`src/design/cual_pkg.sv`:
```
// Shared types and constants for the card identifier allow-list.
package cual_pkg;

   localparam int MAX_ENTRIES = 16;
   localparam int ID_BYTES    = 4;

   localparam int IDX_W = (MAX_ENTRIES > 1) ? $clog2(MAX_ENTRIES) : 1;
   localparam int CNT_W = $clog2(MAX_ENTRIES + 1);

   localparam logic [31:0] ID_MASK = (ID_BYTES >= 4) ? 32'hFFFF_FFFF :
                                     32'((64'd1 << (8 * ID_BYTES)) - 64'd1);

   localparam logic [1:0] KIND_LOOKUP = 2'd0;
   localparam logic [1:0] KIND_ADD    = 2'd1;
   localparam logic [1:0] KIND_REMOVE = 2'd2;

   localparam logic [1:0] STAT_OK        = 2'd0;
   localparam logic [1:0] STAT_NOT_FOUND = 2'd1;
   localparam logic [1:0] STAT_PRESENT   = 2'd2;
   localparam logic [1:0] STAT_FULL      = 2'd3;

   typedef struct packed {
      logic [1:0]  kind;
      logic [31:0] card_id;
   } req_type;

   typedef struct packed {
      logic       success;
      logic [1:0] status;
      logic [4:0] stored_count;
   } rsp_type;

   typedef struct packed {
      logic             en;
      logic [IDX_W-1:0] addr;
      logic [31:0]      data;
   } wr_type;

endpackage

```
`src/design/cual_table.sv`:
```
// Identifier table: one write port, one registered read port.
module cual_table
   import cual_pkg::*;
(
   input  logic             clock,
   input  logic [IDX_W-1:0] rd_addr,
   output logic [31:0]      rd_data,
   input  wr_type           wr
);

   logic [31:0] mem [MAX_ENTRIES];
   logic [31:0] rd_data_ff;

   always_ff @(posedge clock) begin
      if (wr.en) begin
         mem[wr.addr] <= wr.data;
      end
   end

   always_ff @(posedge clock) begin
      rd_data_ff <= mem[rd_addr];
   end

   assign rd_data = rd_data_ff;

endmodule

```
`src/design/card_uid_allow_list_top.sv`:
```
// Top level of the card identifier allow-list: request sequencer and count.
// With an empty list the response is registered straight from accept; otherwise the
//   sequencer scans in ST_SCAN, and a remove that hits also passes through ST_MOVE.
// One request at a time (start is taken only in idle); the scan reads one table entry
//   per cycle through the single read port.
// Reset clears the count and the sequencer; no table clearing pass is needed.
// rsp_strobe lasts one cycle and the receiver cannot stall it.
module card_uid_allow_list_top
   import cual_pkg::*;
(
   input  logic    clock,
   input  logic    reset,
   input  logic    start,
   output logic    busy,
   input  req_type req_data,
   output logic    rsp_strobe,
   output rsp_type rsp_data
);

   typedef enum logic [2:0] {
      ST_IDLE = 3'b001,
      ST_SCAN = 3'b010,
      ST_MOVE = 3'b100
   } state_type;

   state_type        state_ff, state_in;
   logic [1:0]       kind_ff, kind_in;
   logic [31:0]      id_ff, id_in;
   logic [IDX_W-1:0] idx_ff, idx_in;
   logic [IDX_W-1:0] pos_ff, pos_in;
   logic [CNT_W-1:0] count_ff, count_in;
   logic             rsp_strobe_ff, rsp_strobe_in;
   rsp_type          rsp_data_ff, rsp_data_in;

   logic [IDX_W-1:0] rd_addr;
   logic [31:0]      rd_data;
   wr_type           wr;

   // Miss handling is shared between an empty list at accept and the end of a scan.
   logic             do_miss;
   logic [1:0]       miss_kind;
   logic [31:0]      miss_id;
   logic             hit;
   logic             last;

   cual_table u_table (
      .clock   (clock),
      .rd_addr (rd_addr),
      .rd_data (rd_data),
      .wr      (wr)
   );

   assign hit  = (rd_data & ID_MASK) == (id_ff & ID_MASK);
   assign last = (CNT_W'(idx_ff) + CNT_W'(1)) == count_ff;

   always_comb begin
      state_in      = state_ff;
      kind_in       = kind_ff;
      id_in         = id_ff;
      idx_in        = idx_ff;
      pos_in        = pos_ff;
      count_in      = count_ff;
      rsp_strobe_in = 1'b0;
      rsp_data_in   = rsp_data_ff;
      rd_addr       = '0;
      wr            = '0;
      do_miss       = 1'b0;
      miss_kind     = kind_ff;
      miss_id       = id_ff;

      case (state_ff)
         ST_IDLE: begin
            if (start) begin
               kind_in = req_data.kind;
               id_in   = req_data.card_id;
               idx_in  = '0;
               if (count_ff == '0) begin
                  // Empty list: nothing to scan, answer now.
                  do_miss   = 1'b1;
                  miss_kind = req_data.kind;
                  miss_id   = req_data.card_id;
               end else begin
                  state_in = ST_SCAN;
               end
            end
         end
         ST_SCAN: begin
            if (hit) begin
               pos_in = idx_ff;
               if (kind_ff == KIND_REMOVE) begin
                  // Fetch the last entry to move into the hole.
                  rd_addr  = IDX_W'(count_ff - CNT_W'(1));
                  state_in = ST_MOVE;
               end else if (kind_ff == KIND_ADD) begin
                  rsp_strobe_in      = 1'b1;
                  rsp_data_in.success = 1'b0;
                  rsp_data_in.status  = STAT_PRESENT;
                  state_in           = ST_IDLE;
               end else begin
                  rsp_strobe_in      = 1'b1;
                  rsp_data_in.success = 1'b1;
                  rsp_data_in.status  = STAT_OK;
                  state_in           = ST_IDLE;
               end
            end else if (last) begin
               do_miss  = 1'b1;
               state_in = ST_IDLE;
            end else begin
               // Advance to the next stored entry.
               idx_in  = idx_ff + IDX_W'(1);
               rd_addr = idx_ff + IDX_W'(1);
            end
         end
         ST_MOVE: begin
            wr.en              = 1'b1;
            wr.addr            = pos_ff;
            wr.data            = rd_data;
            count_in           = count_ff - CNT_W'(1);
            rsp_strobe_in      = 1'b1;
            rsp_data_in.success = 1'b1;
            rsp_data_in.status  = STAT_OK;
            state_in           = ST_IDLE;
         end
         default: begin
            state_in = ST_IDLE;
         end
      endcase

      if (do_miss) begin
         rsp_strobe_in = 1'b1;
         if (miss_kind == KIND_ADD) begin
            if (count_ff >= CNT_W'(MAX_ENTRIES)) begin
               rsp_data_in.success = 1'b0;
               rsp_data_in.status  = STAT_FULL;
            end else begin
               // Append at the end of the list.
               wr.en               = 1'b1;
               wr.addr             = IDX_W'(count_ff);
               wr.data             = miss_id;
               count_in            = count_ff + CNT_W'(1);
               rsp_data_in.success = 1'b1;
               rsp_data_in.status  = STAT_OK;
            end
         end else begin
            rsp_data_in.success = 1'b0;
            rsp_data_in.status  = STAT_NOT_FOUND;
         end
      end

      if (rsp_strobe_in) begin
         rsp_data_in.stored_count = 5'(count_in);
      end
   end

   always_ff @(posedge clock) begin
      if (reset) begin
         state_ff      <= ST_IDLE;
         count_ff      <= '0;
         rsp_strobe_ff <= 1'b0;
      end else begin
         state_ff      <= state_in;
         count_ff      <= count_in;
         rsp_strobe_ff <= rsp_strobe_in;
      end
   end

   // Hold request payload and scan pointers; no reset needed.
   always_ff @(posedge clock) begin
      kind_ff     <= kind_in;
      id_ff       <= id_in;
      idx_ff      <= idx_in;
      pos_ff      <= pos_in;
      rsp_data_ff <= rsp_data_in;
   end

   assign busy       = (state_ff != ST_IDLE);
   assign rsp_strobe = rsp_strobe_ff;
   assign rsp_data   = rsp_data_ff;

   // Count reported never exceeds the table depth.
   a_count_range: assert property (@(posedge clock) disable iff (reset)
      rsp_strobe |-> (rsp_data.stored_count <= 5'(MAX_ENTRIES)))
      else $error("stored_count beyond table depth");

   // Success and status agree.
   a_success_status: assert property (@(posedge clock) disable iff (reset)
      rsp_strobe |-> (rsp_data.success == (rsp_data.status == STAT_OK)))
      else $error("success does not match status");

   // Leaving a busy request always produces its response.
   a_done_has_rsp: assert property (@(posedge clock) disable iff (reset)
      (!$past(reset) && $fell(busy)) |-> rsp_strobe)
      else $error("request finished without a response");

   // A response only shows once the sequencer is back in idle.
   a_rsp_when_idle: assert property (@(posedge clock) disable iff (reset)
      rsp_strobe |-> !busy)
      else $error("response while a scan is still running");

endmodule
```
`config.mk`:
```
export PLATFORM = sky130hd
export DESIGN_NAME = card_uid_allow_list_top
export DESIGN_NICKNAME = d
export VERILOG_FILES = /design/src/design/cual_pkg.sv /design/src/design/cual_table.sv /design/src/design/card_uid_allow_list_top.sv
export SDC_FILE = /design/constraint.sdc
export NUM_CORES = 1
export LEC_CHECK = 0
export BUFFER_PORTS_ARGS = -buffer_cell sky130_fd_sc_hd__buf_2
export CAP_MARGIN = 25
export CORE_MARGIN = 4
export CORE_UTILIZATION = 30
export CTS_CLUSTER_SIZE = 14
export DETAILED_ROUTE_END_ITERATION = 8
export PLACE_DENSITY = 0.46
export RECOVER_POWER = 100
export SLEW_MARGIN = 25
export SYNTH_ARGS = -nofsm -noshare
export SYNTH_HDL_FRONTEND = slang
export SYNTH_SLANG_ARGS = --single-unit
```
`constraint.sdc`:
```
create_clock -name clock -period 5.65 [get_ports clock]
set_clock_uncertainty 0.2 [all_clocks]
set_input_delay 0 -clock clock [delete_from_list [all_inputs] [get_ports clock]]
set_output_delay 0 -clock clock [all_outputs]
set_load 0.02 [all_outputs]
```
### Word level (Yosys, flattened, before mapping)

Memory sizes are Yosys's and may differ from the RTL's. A register that Yosys moved wholly into a read port is not among the register bits.
Index checks and enable logic that the tools add are counted.

| word-level totals | value |
|---|---|
| word-level logic and storage cells | 86 |
| input port bits | 37 |
| output and inout port bits | 10 |
| latch bits | 0 |
| RAM bits | 512 |
| memories | 1 |
| bits in read-only memories | 0 |
| register bits | 59 |

| operators by class | value |
|---|---|
| add/subtract/negate cells | 4 |
| equality and inequality tests | 16 |
| $lt $le $gt $ge | 1 |
| multipliers | 0 |
| multiplexer cells | 46 |
| shift-type cells | 0 |
| reduce and logical (&&, ||, !) cells | 8 |
| div/mod/pow operators | 0 |
| bitwise gates (word level) | 0 |

Memories:

| name | words | bits a word | read ports | clocked after memory_dff | write ports | line | source |
|---|---|---|---|---|---|---|---|
| u_table.mem | 16 | 32 | 1 | 1 | 1 | cual_table.sv:11 | `logic [31:0] mem [MAX_ENTRIES];` |

Operators by type and width:

| kind | number |
|---|---|
| $mux 37 | 4 |
| $mux 32 | 3 |
| $mux 3 | 11 |
| $eq 32x32->1 | 1 |
| $mux 4 | 7 |
| $mux 5 | 4 |
| $pmux 3 s2 | 2 |
| $mux 1 | 9 |
| $ne 3x3->1 const B | 3 |
| $ne 2x2->1 const B | 4 |
| $pmux 4 s2 | 1 |
| $mux 2 | 3 |
| $reduce_and 3->1 | 2 |
| $add 4x1->5 const B | 1 |
| $add 5x1->5 const B | 1 |
| $eq 5x5->1 | 1 |
| $ge 5x5->1 const B | 1 |
| $logic_not 5->1 | 1 |
| $sub 5x1->5 const B | 1 |
| $add 4x1->4 const B | 1 |
| $eq 2x1->1 const B | 2 |
| $pmux 1 s2 | 2 |
| $reduce_and 2->1 | 2 |
| $reduce_and 4->1 | 1 |
| 7 further kinds | 7 |

### Longest topological paths before layout

| logic depth | value |
|---|---|
| depth after elaboration | 9 |
| gate-level depth with buffers | 12 |
| gate-level depth less buffers | 9 |

### Modules after synthesis

A second synthesis with hierarchy kept.

| second synthesis, totals | value |
|---|---|
| cells, all modules | 1145 |
| area total of the unflattened synthesis | 23407.4 µm² |

By module, submodules not included:

| module | cells an instance | times used | seq. area each (µm²) | area each (µm²) |
|---|---|---|---|---|
| cual_table | 838 | 1 | 16015.4 | 19835.3 |
| card_uid_allow_list_top | 307 | 1 | 1681.6 | 3572.2 |

### Worst setup path after synthesis

No wires, ideal clock.

| timing path | value |
|---|---|
| kind | register to register |
| start | reg state_ff[2] |
| end | mem u_table.mem[8][0], enable pin |
| library setup time | 0.421 ns |
| data required time | 5.029 ns |
| path slack | -0.282 ns |
| stages on the path, launching flop included | 11 |
| arrival | 5.311 ns |
| path buffers | 2 |
| clock period less this slack | 5.932 ns |
| path through | dfxtp_1 > or3b_1 > nor2_1 > nand3_1 > buf_2 > nor3b_1 > a21oi_1 > or3_1 > buf_2 > o32a_1 > nor2_1 |

| on the way | value |
|---|---|
| longest elaborated chain between the ends | 7 |
| elaborated cells between the ends (all ways) | 12 |
| those cells by class | eq/ne: 4; mux: 8 |

Ends and longest elaborated chain:

| element | line | source |
|---|---|---|
| start: declaration | card_uid_allow_list_top.sv:26 | `state_type state_ff, state_in;` |
| start signal: assignment | card_uid_allow_list_top.sv:161 | `state_ff <= state_in;` |
| $eq 3x1->1 / $eq 3x3->1 (equally long branches) | card_uid_allow_list_top.sv:71 | `case (state_ff)` |
| $mux 2 / $mux 37 (equally long branches) | card_uid_allow_list_top.sv:71 |  |
| $eq 2x1->1 / $mux 37 (equally long branches) | card_uid_allow_list_top.sv:131, card_uid_allow_list_top.sv:132 |  |
| $mux 37 | card_uid_allow_list_top.sv:131 | `if (miss_kind == KIND_ADD) begin` |
| $mux 37 (*) | card_uid_allow_list_top.sv:129 | `if (do_miss) begin` |
| $mux 1 | cual_table.sv:15 | `if (wr.en) begin` |
| $mux 1 (implied by the code) | cual_table.sv:16 | `mem[wr.addr] <= wr.data;` |
| end: declaration | cual_table.sv:11 |  |

Every way passes the cells marked *; elsewhere a longest branch is shown, timed or not.

### Final worst setup path

| timing path | value |
|---|---|
| start | reg idx_ff[0] |
| end | mem u_table.mem[11][8], enable pin |

| on the way | value |
|---|---|
| longest elaborated chain between the ends | 8 |

Ends and longest elaborated chain:

| element | line | source |
|---|---|---|
| start: declaration | card_uid_allow_list_top.sv:29 | `logic [IDX_W-1:0] idx_ff, idx_in;` |
| start signal: assignment | card_uid_allow_list_top.sv:171 | `idx_ff <= idx_in;` |
| $add 4x1->5 (*) | card_uid_allow_list_top.sv:54 | `assign last = (CNT_W'(idx_ff) + CNT_W'(1)) == count_ff;` |
| $eq 5x5->1 (*) | card_uid_allow_list_top.sv:54 |  |
| $mux 1 (*) | card_uid_allow_list_top.sv:105 | `end else if (last) begin` |
| $mux 1 (*) | card_uid_allow_list_top.sv:88 | `if (hit) begin` |
| $pmux 1 s2 (*) | card_uid_allow_list_top.sv:71 |  |
| $mux 37 (*) | card_uid_allow_list_top.sv:129 |  |
| $mux 1 | cual_table.sv:15 |  |
| $mux 1 (implied by the code) | cual_table.sv:16 |  |

Marked as above.

==> flow_summary_export.csv <==
group,metric,value,unit
final_layout,final_nets,1913,
worst_setup_path,crit_chain,"ha_1 -> xnor2_1 -> a211oi_1 -> o211a_4 -> a21boi_0 -> clkbuf_1 -> or3_2 -> o32a_1 -> nor2_2 -> buf_4",
clock_tree,cts_setup_buffers,0,
worst_setup_path,crit_arrival,5150,ps
timing,tns,0,ps
grt,grt_pass1_wl,107,mm
route,antenna_left,0,
yosys,synth-edff-count,562,
floorplanning,die_h,294,µm
status,status,"complete, but fails checks",
floorplanning,fp.coreArea,80700,µm²
clock_tree,clockRootBuffer,"clkbuf_16",
floorplanning,start_util,30.4,%
clock_tree,cts-buffers-inserted,68,
final_layout,post-route-util,36.1,%
final_layout,drive_gt1_share,9.83,%
yosys,ys_ff_latch,603,
timing,worstMarginPinSlew,2680,ps
power,power_frac_comb,3.6,%
clock_tree,clkLatencyLatePin,600,ps
timing,min_period,5080,ps
floorplanning,rows,104,
clock_tree,path_clk_slew,60,ps
worst_setup_path,cp-end-kind,"register",
worst_setup_path,setup.worst_path.start_class,"register",
yosys,ys_seq_area_share,72.2,%
power,switchingPower,2.03,mW
timing,hold_viol,0,
timing,fin_crit_sh,89.8,%
worst_setup_path,max_stage_delay,950,ps
clock_tree,cts.path.max_buffers,3,
timing,fmax,197,MHz
grt,grt_usage,16.7,%
clock_tree,cts_tree,"done",
yosys,synthesis.area,24500,µm²
status,failed_checks,"max-capacitance violations, max-slew violations",
route,drtIter0Drc,1249,
placed_design,gp_congestion,0.797,
clock_tree,cts_resized,0,
yosys,ys_warn_count,0,
yosys,synthesis.instances,1720,
route,vias,15600,
grt,grt_antenna_before_repair,0,
floorplanning,chipWidth,294,µm
placed_design,port_buffers,46,
timing,rsz0062_at_grt,"false",
power,power,9.56,mW
floorplanning,dieArea,86300,µm²
worst_setup_path,required,5730,ps
worst_setup_path,cp_max_fo,15,
power,p_clk_share,44.4,%
timing,slew_headroom,-78.8,%
route,wire_per_inst,24.6,µm
timing,drv_slew,36,
yosys,synth-main-ff-cell,"edfxtp_1",
power,power.internal,7.53,mW
clock_tree,cts-htree-levels,3,
job,cap_violations,1,
route,firstDrtPassIters,5,
worst_setup_path,crit_buf_inv,2,
yosys,synthArstFlopShare,0,%
timing,finalSetupViolCount,0,
route,drc,0,
route,wirelength,73.3,mm
final_layout,area_delta_synth_final,19.0,%
floorplanning,io_pins,47,
hold_path,hold_class,"in -> reg",
grt,grt_overflow_total,0,
worst_setup_path,path_class,"reg -> reg",
grt,grt_max_degree,119,
power,p_leak,10.3,nW
clock_tree,clock_sinks,603,
power,peakVddDrop,205,µV
worst_setup_path,critPathSlowestCell,"nor2_2",
yosys,syn_nets,1761,
placed_design,dp_hpwl,41.6,mm
yosys,syn_avg_cell_area,14.2,µm²
yosys,ys_types,62,
worst_setup_path,crit_family,"simple AND/OR/NAND/NOR gates",
route,via_per_inst,5.23,
power,p_per_area,328,nW/µm²
grt,grt_pass1_vias,15200,
power,pwr-share-seq,52.0,%
power,netSwitchingFraction,21.3,%
cell usage after synthesis (all sizes together) (27+ instances only):
library cell	n	area share, %
o221ai	33	1.2
a311oi	27	0.97
dfxtp	41	3.4
nor2	35	0.57
inv	33	0.51
edfxtp	562	69
xor2	37	1.3
a21oi	132	2.7
nand2	112	1.7
a22o	64	2.3
nand3	123	2.5
mux2i	96	3.9
o211ai	28	0.86
buf	37	0.79
o21ai	160	3.3
clkbuf	90	1.4
layout make-up:
cell class	count	area, µm²
antenna	1	2.50
clock buffer	96	1890
clock inverter	25	219
fill	7793	51500
inverter	33	124
multi-input combinational	957	6320
sequential	603	17700
tap	1060	1330
timing repair buffer	209	1570
power groups by stage:
| stage | clock network (mW) | logic (mW) | registers, mW |
|---|---|---|---|
| final | 4.25 | 0.344 | 4.97 |
| after global routing | 4.55 | 0.375 | 4.97 |
| after CTS | 4.36 | 0.367 | 4.96 |
| after detailed placement | 0 | 0.329 | 5.06 |
| after global placement | 0 | 0.327 | 5.06 |
| after floorplan | 0 | 0.167 | 5.06 |
logic make-up (layout without fill, tap and decap cells):
| kind of cell | after synthesis | in the layout | share of synthesized area [%] |
|---|---|---|---|
| xor+xnor | 45 | 45 | 1.66 |
| flops | 603 | 603 | 72.2 |
| other cells | 0 | 1 | 0 |
| simple gates | 320 | 320 | 6.12 |
| mux | 102 | 102 | 4.20 |
| fa+ha+maj | 4 | 4 | 0.204 |
| compound gates | 486 | 486 | 12.9 |
| buf+inv | 160 | 363 | 2.68 |
through the flow:
stage	worst slack, ps	instances	hold slack [ps]	instance area, µm²
floorplan	316	1720	-101	24500
global placement	643	2801	5.11	26700
detailed placement	928	2801	9.15	26700
CTS	914	2982	3.52	29400
global route	336	2983	91.4	29100
finish	575	2984	61.5	29100
metal layers:
layer / track usage (%) / part of all wire (%) / vias to the layer above
li1: - / - / 7025
met1: 24.1 / 47 / 8054
met2: 26.6 / 46 / 422
met3: 2.29 / 4.5 / 94
met4: 4.60 / 2.3 / 0
met5: 0 / 0 / -
placed cells by master, fill, tap and decap left out, types with 37 or more instances in the layout:
master         netlist  routed
edfxtp_1           562     562
o21ai_0            157     157
a21oi_1            132     132
nand3_1            123     122
nand2_1            112     111
clkbuf_1            90     103
mux2i_1             96      96
clkbuf_16            0      70
a22o_1              64      64
dlygate4sd3_1        0      60
buf_4                4      45
dfxtp_1             41      41
xor2_1              37      37
repair_timing:
item,4_1_cts,5_1_grt
hold endpoints to repair,561,0
endpoints found under the setup margin,0,0
hold buffers,60,0
final timing paths:
check | start | endpoint | slack (ps) | cells past startpoint
max reg2reg | idx_ff[0] | u_table.mem[11][8] | 570 | 10
min | reset | count_ff[1] | 60 | 3
min reg2reg | idx_ff[1] | pos_ff[1] | 300 | 0
max | idx_ff[0] | u_table.mem[11][8] | 570 | 10
worst min-delay path: stages:
cell	delay, ps
dlygate4sd3_1	520
buf_2	230
a21oi_1	60
state kept, by name, summed over array words and instances, names as in the netlist:
register / count
idx_ff: 4
rsp_strobe: 1
pos_ff: 4
id_ff: 32
state_ff: 3
count_ff: 5
u_table.mem: 512
rsp_data: 8
u_table.rd_data: 32
kind_ff: 2
(Power assumes the default switching activity.)
